**config.mk**
```make
export PLATFORM = sky130hd
export DESIGN_NAME = iias_ctrl
export DESIGN_NICKNAME = d
export VERILOG_FILES = /design/src/rtl/iias_pkg.sv /design/src/rtl/iias_ctrl.sv
export SDC_FILE = /design/constraint.sdc
export NUM_CORES = 1
export LEC_CHECK = 0
export BUFFER_PORTS_ARGS = -buffer_cell sky130_fd_sc_hd__buf_2
export CAP_MARGIN = 20
export CORE_AREA = 5 5 42 44
export CTS_BUF_LIST = sky130_fd_sc_hd__clkbuf_16
export CTS_CLUSTER_DIAMETER = 60
export DETAILED_ROUTE_END_ITERATION = 10
export DIE_AREA = 0 0 47 49
export GPL_ROUTABILITY_DRIVEN = 0
export GPL_TIMING_DRIVEN = 1
export PLACE_DENSITY = 0.43
export SLEW_MARGIN = 10
export SYNTH_ARGS = -nofsm -noshare
export SYNTH_HDL_FRONTEND = slang
export SYNTH_SLANG_ARGS = --single-unit
```
**constraint.sdc**
```tcl
create_clock -name i_clk -period 1.45 [get_ports i_clk]
set_clock_uncertainty 0.15 [all_clocks]
set_input_delay 0.0725 -clock i_clk [delete_from_list [all_inputs] [get_ports i_clk]]
set_output_delay 0.0725 -clock i_clk [all_outputs]
set_load 0.02 [all_outputs]
```
**src/rtl/iias_pkg.sv**
```systemverilog
// ----------------------------------------------------------------------------
// iias_pkg
// Shared sizes, register indexes and controller/datapath command types for
// the integral image area sum block.
// ----------------------------------------------------------------------------
package iias_pkg;

    localparam int MAX_WIDTH  = 64;
    localparam int MAX_HEIGHT = 64;
    localparam int PIXEL_BITS = 8;

    localparam int COL_BITS    = $clog2(MAX_WIDTH);
    localparam int ROW_BITS    = $clog2(MAX_HEIGHT);
    localparam int ADDR_BITS   = ROW_BITS + COL_BITS;
    localparam int TABLE_DEPTH = MAX_WIDTH * MAX_HEIGHT;

    localparam int PIXEL_FIELD_BITS = 8;
    localparam int COORD_BITS       = 6;
    localparam int ENTRY_BITS       = 21;
    localparam int SUM_BITS         = 20;

    localparam int CFG_BITS     = 7;
    localparam int CFG_IDX_BITS = 1;

    localparam logic [CFG_IDX_BITS-1:0] CFG_IMAGE_WIDTH  = 1'b0;
    localparam logic [CFG_IDX_BITS-1:0] CFG_IMAGE_HEIGHT = 1'b1;

    localparam logic [CFG_BITS-1:0] SIZE_RESET_WIDTH  = CFG_BITS'(MAX_WIDTH);
    localparam logic [CFG_BITS-1:0] SIZE_RESET_HEIGHT = CFG_BITS'(MAX_HEIGHT);

    localparam logic OP_LOAD  = 1'b0;
    localparam logic OP_QUERY = 1'b1;

    typedef enum logic [1:0] {
        RD_IN,
        RD_B,
        RD_C,
        RD_D
    } t_rd_sel;

    typedef struct packed {
        logic    capture;
        logic    rd_en;
        t_rd_sel rd_sel;
        logic    acc_set;
        logic    acc_sub;
        logic    commit_load;
        logic    commit_query;
    } t_dp_cmd;

    typedef struct packed {
        logic in_query;
    } t_dp_stat;

    // register value clamped to 1..max
    function automatic logic [CFG_BITS-1:0] eff_size(
        input logic [CFG_BITS-1:0] value,
        input logic [CFG_BITS-1:0] max_value
    );
        logic [CFG_BITS-1:0] result;
        if (value == '0) begin
            result = CFG_BITS'(1);
        end else if (value > max_value) begin
            result = max_value;
        end else begin
            result = value;
        end
        return result;
    endfunction

endpackage

```
**src/rtl/iias_ctrl.sv**
```systemverilog
// ----------------------------------------------------------------------------
// iias_ctrl
// Sequencer for table reads and writes; owns the channel handshakes and the
// result valid flag.
// ----------------------------------------------------------------------------
module iias_ctrl (
    input  logic               i_clk,
    input  logic               i_rst_n,
    input  logic               i_in_valid,
    output logic               o_in_ready,
    output logic               o_out_valid,
    input  logic               i_out_ready,
    input  iias_pkg::t_dp_stat i_stat,
    output iias_pkg::t_dp_cmd  o_cmd
);

    typedef enum logic [2:0] {
        S_IDLE,
        S_LOAD,
        S_Q1,
        S_Q2,
        S_Q3,
        S_QFIN
    } t_state;

    t_state r_state;
    t_state n_state;
    logic   r_out_valid;
    logic   n_out_valid;
    logic   slot_free;
    logic   commit;

    assign slot_free  = !r_out_valid || i_out_ready;
    assign o_in_ready = (r_state == S_IDLE);
    assign commit     = o_cmd.commit_load || o_cmd.commit_query;

    always_comb begin
        o_cmd   = '0;
        n_state = r_state;
        unique case (r_state)
            S_IDLE: begin
                if (i_in_valid) begin
                    o_cmd.capture = 1'b1;
                    o_cmd.rd_en   = 1'b1;
                    o_cmd.rd_sel  = iias_pkg::RD_IN;
                    n_state       = i_stat.in_query ? S_Q1 : S_LOAD;
                end
            end
            S_LOAD: begin
                if (slot_free) begin
                    o_cmd.commit_load = 1'b1;
                    n_state           = S_IDLE;
                end
            end
            S_Q1: begin
                o_cmd.rd_en   = 1'b1;
                o_cmd.rd_sel  = iias_pkg::RD_B;
                o_cmd.acc_set = 1'b1;
                n_state       = S_Q2;
            end
            S_Q2: begin
                o_cmd.rd_en   = 1'b1;
                o_cmd.rd_sel  = iias_pkg::RD_C;
                o_cmd.acc_sub = 1'b1;
                n_state       = S_Q3;
            end
            S_Q3: begin
                o_cmd.rd_en   = 1'b1;
                o_cmd.rd_sel  = iias_pkg::RD_D;
                o_cmd.acc_sub = 1'b1;
                n_state       = S_QFIN;
            end
            S_QFIN: begin
                if (slot_free) begin
                    o_cmd.commit_query = 1'b1;
                    n_state            = S_IDLE;
                end
            end
            default: n_state = S_IDLE;
        endcase
    end

    always_comb begin
        if (commit) begin
            n_out_valid = 1'b1;
        end else if (i_out_ready) begin
            n_out_valid = 1'b0;
        end else begin
            n_out_valid = r_out_valid;
        end
    end

    always_ff @(posedge i_clk) begin
        if (!i_rst_n) begin
            r_state     <= S_IDLE;
            r_out_valid <= 1'b0;
        end else begin
            r_state     <= n_state;
            r_out_valid <= n_out_valid;
        end
    end

    assign o_out_valid = r_out_valid;

endmodule

```
==> results of run 1 <==
## power groups by stage
stage	sequential, uW	combinational [uW]	clock, uW
2_1_floorplan	129	105	0
4_1_cts	141	127	443
3_5_place_dp	141	124	0
3_3_place_gp	141	125	0
6_report	141	133	431
5_1_grt	144	145	455
## Yosys cell counts, types with 2 or more instances
master	number
inv_1	2
nand2_1	2
nor2_1	4
buf_4	3
a21oi_1	2
o21ai_0	2
dfxtp_1	4
o21a_1	2
nand2b_1	3
and2_1	2
## cells by family after synthesis
logic type	share of synthesized area
simple gates	0.360
flops	0.288
compound gates	0.203
buf+inv	0.149
## final timing paths
| kind | endpoint | slack, ns | depth (start not counted) |
|---|---|---|---|
| max | o_cmd[5] | 0.07 | 3 |
| min | r_state[1]$_SDFFE_PN0P_ | 0.05 | 3 |
| max reg2reg | r_state[0]$_SDFFE_PN0P_ | 0.27 | 4 |
| min reg2reg | r_state[1]$_SDFFE_PN0P_ | 0.35 | 1 |
## routing by layer
| layer | part of all wire | up-vias | GRT usage |
|---|---|---|---|
| met5 | 0 | - | 0 |
| met2 | 0.42 | 15 | 0.0882 |
| li1 | - | 147 | - |
| met4 | 0.030 | 0 | 0.0691 |
| met1 | 0.44 | 129 | 0.0991 |
| met3 | 0.11 | 2 | 0.0369 |
## layout make-up
class                      instances  area [um^2]  area share
clock buffer                       3         75.1       0.166
inverter                           2         7.51      0.0166
multi-input combinational         25          166       0.367
sequential                         4         88.8       0.196
timing repair buffer              16         95.1       0.210
tap                               16         20.0      0.0442
## metrics by stage
step	instances	utilization	setup TNS, ns	cell area [um^2]	worst slack [ns]
after floorplan	35	-	0	278	0.185
after global routing	66	0.323	-0.00769	453	-0.00459
after detailed placement	62	0.244	0	342	0.0911
after CTS	66	0.307	0	430	0.00987
after global placement	62	0.244	0	342	0.0863
final	66	0.323	0	453	0.0710
## sequential cells by signal, indices dropped and copies added (netlist names)
register and count:
r_state 3, o_out_valid 1
## critical path, delay by kind of cell, from the launching register on
kind	cells	cell delay (ns)
DFF	1	0.35
and+or+nand+nor	1	0.21
AOI/OAI and AO/OA	1	0.19
buffers and inverters	1	0.17
## repair_timing
item,CTS,global route
hold buffers,1,0
cloned,0,0
pin swaps,0,0
setup endpoints to repair,4,2
hold endpoints to repair,3,0
resized for setup,3,7
setup buffers,0,0
==> reports/qor.csv, run 1 <==
metric,value,unit
CP Class,flip-flop to output pin,
Max Clock Freq,725,MHz
post-route ant nets,0,
Post-DP HPWL,512,um
worst r2r src,r_state[1]$_SDFFE_PN0P_,
die height,49,um
WP data arrival,1.16,ns
Slew HR,0.846,
switching share of power,0.245,
logic gate share of total power,0.188,
fin crit period,1.38,ns
Final Hold Vio Count,0,
Mapped Area,278,um^2
DR vias,293,
status,completed,
global route overflow,0,
CTS tree,done,
CP max-delay cell,dfxtp_2,
Max Cap Viol,0,
Crit Path Max Fanout,7,
Post-synth EDFFs,0,
CP cell instances,"nand2b_1, o21bai_1, buf_4",
root buffer cell,clkbuf_16,
largest net degree at the start of global routing,11,
final setup violation count,0,
Antenna diodes,0,
hold_sp,i_in_valid,
Critical Path RT,1.23,ns
CP Launch Point,r_state[1]$_SDFFE_PN0P_,
Bufs on Longest Clock Path,2,
YS warnings,0,
Detailed Route Iter0 Violations,0,
total power,705,uW
vias per cell,4.44,
IO Count,15,
clk slew on worst S/H paths,0.03,ns
area of the core,1400,um^2
CTS Buf Count,3,
initial antenna violation count,0,
final period utilization,0.951,
DRC,0,
Psw,172,uW
maximum vdd drop,0.000526,V
Int Power,532,uW
H-tree depth,1,
clock share of power,0.611,
first-pass GRT wire length,1.20,mm
Slew @ Worst Pin,0.228,ns
Post-synth ARST share,0,
initial core utilization,0.198,
Critical Path Sink Type,output pin,
Sequential Power Share,0.201,
die area,2300,um^2
Cell Rows,14,
post-synthesis average cell area,7.94,um^2
top cell type's share of synthesized area,0.288,
gr usage total,0.0768,
slowest cell delay on critical path,0.35,ns
"Distinct cells, synth",19,
DR WL/cell,11.2,um
Port Buffers,14,
register area share after synthesis,0.288,
layout cells sized above 1,0.500,
nets,57,
CTS sink count,4,
"Area growth, synth to finish",63.1,%
P_leak,0.000202,uW
Synthesized Nets,40,
most frequent cells in the layout,"buf_2, buf_4, nor2_1, clkbuf_16",
wire length after detailed routing,739,um
"area leader, netlist",dfxtp_1,
Hold Slack,0.0502,ns
top_reg_cell synth,dfxtp_1,
CP Launch Type,flip-flop,
power per cell area,1560,nW/um^2
die width,47,um
flop and latch count out of synthesis,4,
drt pass-1 iters,1,
FILL cells,160,
Mapped Cells,35,
"top cells by area, synth","dfxtp_1, buf_4, nand2b_1, nor3_4, nor2_1",
Clock Latency Late Sink,0.23,ns
Worst Hold Class,input port to flip-flop,
Max Slew Vio Count,0,
"commonest non-fill, non-tap cell in the layout",buf_2,
number of global-route vias before repair,278,
Note: power is estimated with default switching activity, not from simulation.
==> run 2, diff against run 1 <==
--- a/config.mk
+++ b/config.mk
@@ -7,11 +7,11 @@
 export LEC_CHECK = 0
 export BUFFER_PORTS_ARGS = -buffer_cell sky130_fd_sc_hd__buf_2
 export CAP_MARGIN = 20
-export CORE_AREA = 5 5 42 44
+export CORE_AREA = 2 2 39 41
 export CTS_BUF_LIST = sky130_fd_sc_hd__clkbuf_16
 export CTS_CLUSTER_DIAMETER = 60
 export DETAILED_ROUTE_END_ITERATION = 10
-export DIE_AREA = 0 0 47 49
+export DIE_AREA = 0 0 41 43
 export GPL_ROUTABILITY_DRIVEN = 0
 export GPL_TIMING_DRIVEN = 1
 export PLACE_DENSITY = 0.43
==> reports/qor.csv, run 2 (same netlist as run 1, synthesis figures left out) <==
metric,value,unit,change
root buffer cell,clkbuf_16,,
die area,1760,um^2,-23%
total power,696,uW,-1.2%
Critical Path Sink Type,output pin,,
clk slew on worst S/H paths,0.03,ns,about the same
Largest Register,r_state,,
first-pass GRT wire length,945,um,-21%
wire length after detailed routing,653,um,-12%
RSZ-0062 raised after global routing,true,,
final period utilization,0.972,,+0.0206
nets,57,,unchanged
die width,41,um,-13%
WP data arrival,1.19,ns,+0.03 ns
Bufs on Longest Clock Path,2,,unchanged
Antenna diodes,0,,unchanged
Max Clock Freq,710,MHz,-2.1%
Post-DP HPWL,476,um,-7.0%
Final Core Density,0.325,,+0.00138
Max Cap Viol,0,,unchanged
die height,43,um,-12%
power per cell area,1550,nW/um^2,-0.38%
"Area growth, synth to finish",61.7,%,
CP Launch Type,flip-flop,,
Setup TNS,0,ns,unchanged
fin crit period,1.41,ns,+0.0299 ns
IO Count,15,,unchanged
vias per cell,4.18,,-5.8%
Final Hold Vio Count,0,,unchanged
Critical Path RT,1.23,ns,about the same
CTS Buf Count,3,,unchanged
DR vias,276,,-5.8%
"commonest non-fill, non-tap cell in the layout",buf_2,,
area of the core,1380,um^2,-1.2%
Detailed Route Iter0 Violations,4,,+4
Port Buffers,14,,unchanged
CTS sink count,4,,unchanged
most frequent cells in the layout,"buf_2, nor2_1, nand2b_1, clkbuf_16, buf_4",,
P_leak,0.000206,uW,+1.8%
Worst Hold Class,input port to flip-flop,,
CP Class,flip-flop to output pin,,
DR WL/cell,9.89,um,-12%
status,completed,,
final setup violation count,0,,unchanged
layout cells sized above 1,0.480,,-0.0200
max FFs per register,3,,unchanged
maximum vdd drop,0.000520,V,-1.1%
H-tree depth,1,,unchanged
initial core utilization,0.201,,+0.00251
gr usage total,0.0803,,+0.00351
largest net degree at the start of global routing,11,,unchanged
Crit Path Max Fanout,8,,+1
Slew @ Worst Pin,0.239,ns,+0.0114 ns
Hold Slack,0.0496,ns,-0.000572 ns
number of global-route vias before repair,233,,-16%
initial antenna violation count,0,,unchanged
Slew HR,0.840,,-0.00548
DRC,0,,unchanged
Clock Latency Late Sink,0.22,ns,about the same
post-route ant nets,0,,unchanged
CTS tree,done,,
global route overflow,0,,unchanged
Cell Rows,14,,unchanged
drt pass-1 iters,4,,+3
Max Slew Vio Count,0,,unchanged
-- run 2: cell counts in the layout (fill, tap and decap cells not counted) --
No cell type changed its count.
-- run 2: critical path: stages (launching register included) --
cell and delay [ns]:
dfxtp_2 0.36, nand2b_1 0.17, nor2_1 0.14, o21bai_4 0.14
buf_4 0.15
-- run 2: layout make-up --
| type | instances | area (um^2) |
|---|---|---|
| Sequential cell | 4 | 86.3 |
| Multi-Input combinational cell | 25 | 168 |
| Timing Repair Buffer | 16 | 92.6 |
| Tap cell | 16 | 20.0 |
| Fill cell | 150 | 935 |
| Inverter | 2 | 7.51 |
| Clock buffer | 3 | 75.1 |
-- run 2: path summary, 6_finish.rpt --
| check | startpoint | end | slack [ns] | depth (start not counted) |
|---|---|---|---|---|
| max | r_state[2]$_SDFFE_PN0P_ | o_cmd[2] | 0.04 | 4 |
| min | i_stat | r_state[0]$_SDFFE_PN0P_ | 0.05 | 3 |
| max reg2reg | r_state[1]$_SDFFE_PN0P_ | r_state[2]$_SDFFE_PN0P_ | 0.32 | 3 |
| min reg2reg | r_state[2]$_SDFFE_PN0P_ | r_state[1]$_SDFFE_PN0P_ | 0.38 | 1 |
-- run 2: power breakdown --
| part | internal [uW] | leakage [uW] | switching [uW] | total [uW] |
|---|---|---|---|---|
| clock | 352 | 0.0000370 | 73.1 | 425 |
| sequential | 122 | 0.0000343 | 21.4 | 143 |
| combinational | 56.8 | 0.000135 | 70.9 | 128 |
| total | 531 | 0.000206 | 165 | 696 |
-- run 2: metal layers --
layer,global-route usage,up-vias,share of wire
met3,0.0157,0,0.064
li1,-,149,-
met5,0,-,0
met4,0.0400,0,0
met1,0.103,117,0.51
met2,0.122,10,0.43
-- run 2: what timing repair did --
action	CTS	global route
setup buffers	0	0
hold buffers	1	0
resized for setup	3	4
setup endpoints to repair	4	2
pin swaps	0	1
endpoints found under the hold margin	4	0
-- run 2: stage by stage --
| step | cell area, um^2 | setup WS (ns) | cells |
|---|---|---|---|
| 4_1_cts | 430 | 0.0295 | 66 |
| 5_1_grt | 449 | -0.0164 | 66 |
| 3_5_place_dp | 342 | 0.120 | 62 |
| 2_1_floorplan | 278 | 0.185 | 35 |
| 3_3_place_gp | 342 | 0.123 | 62 |
| 6_report | 449 | 0.0412 | 66 |
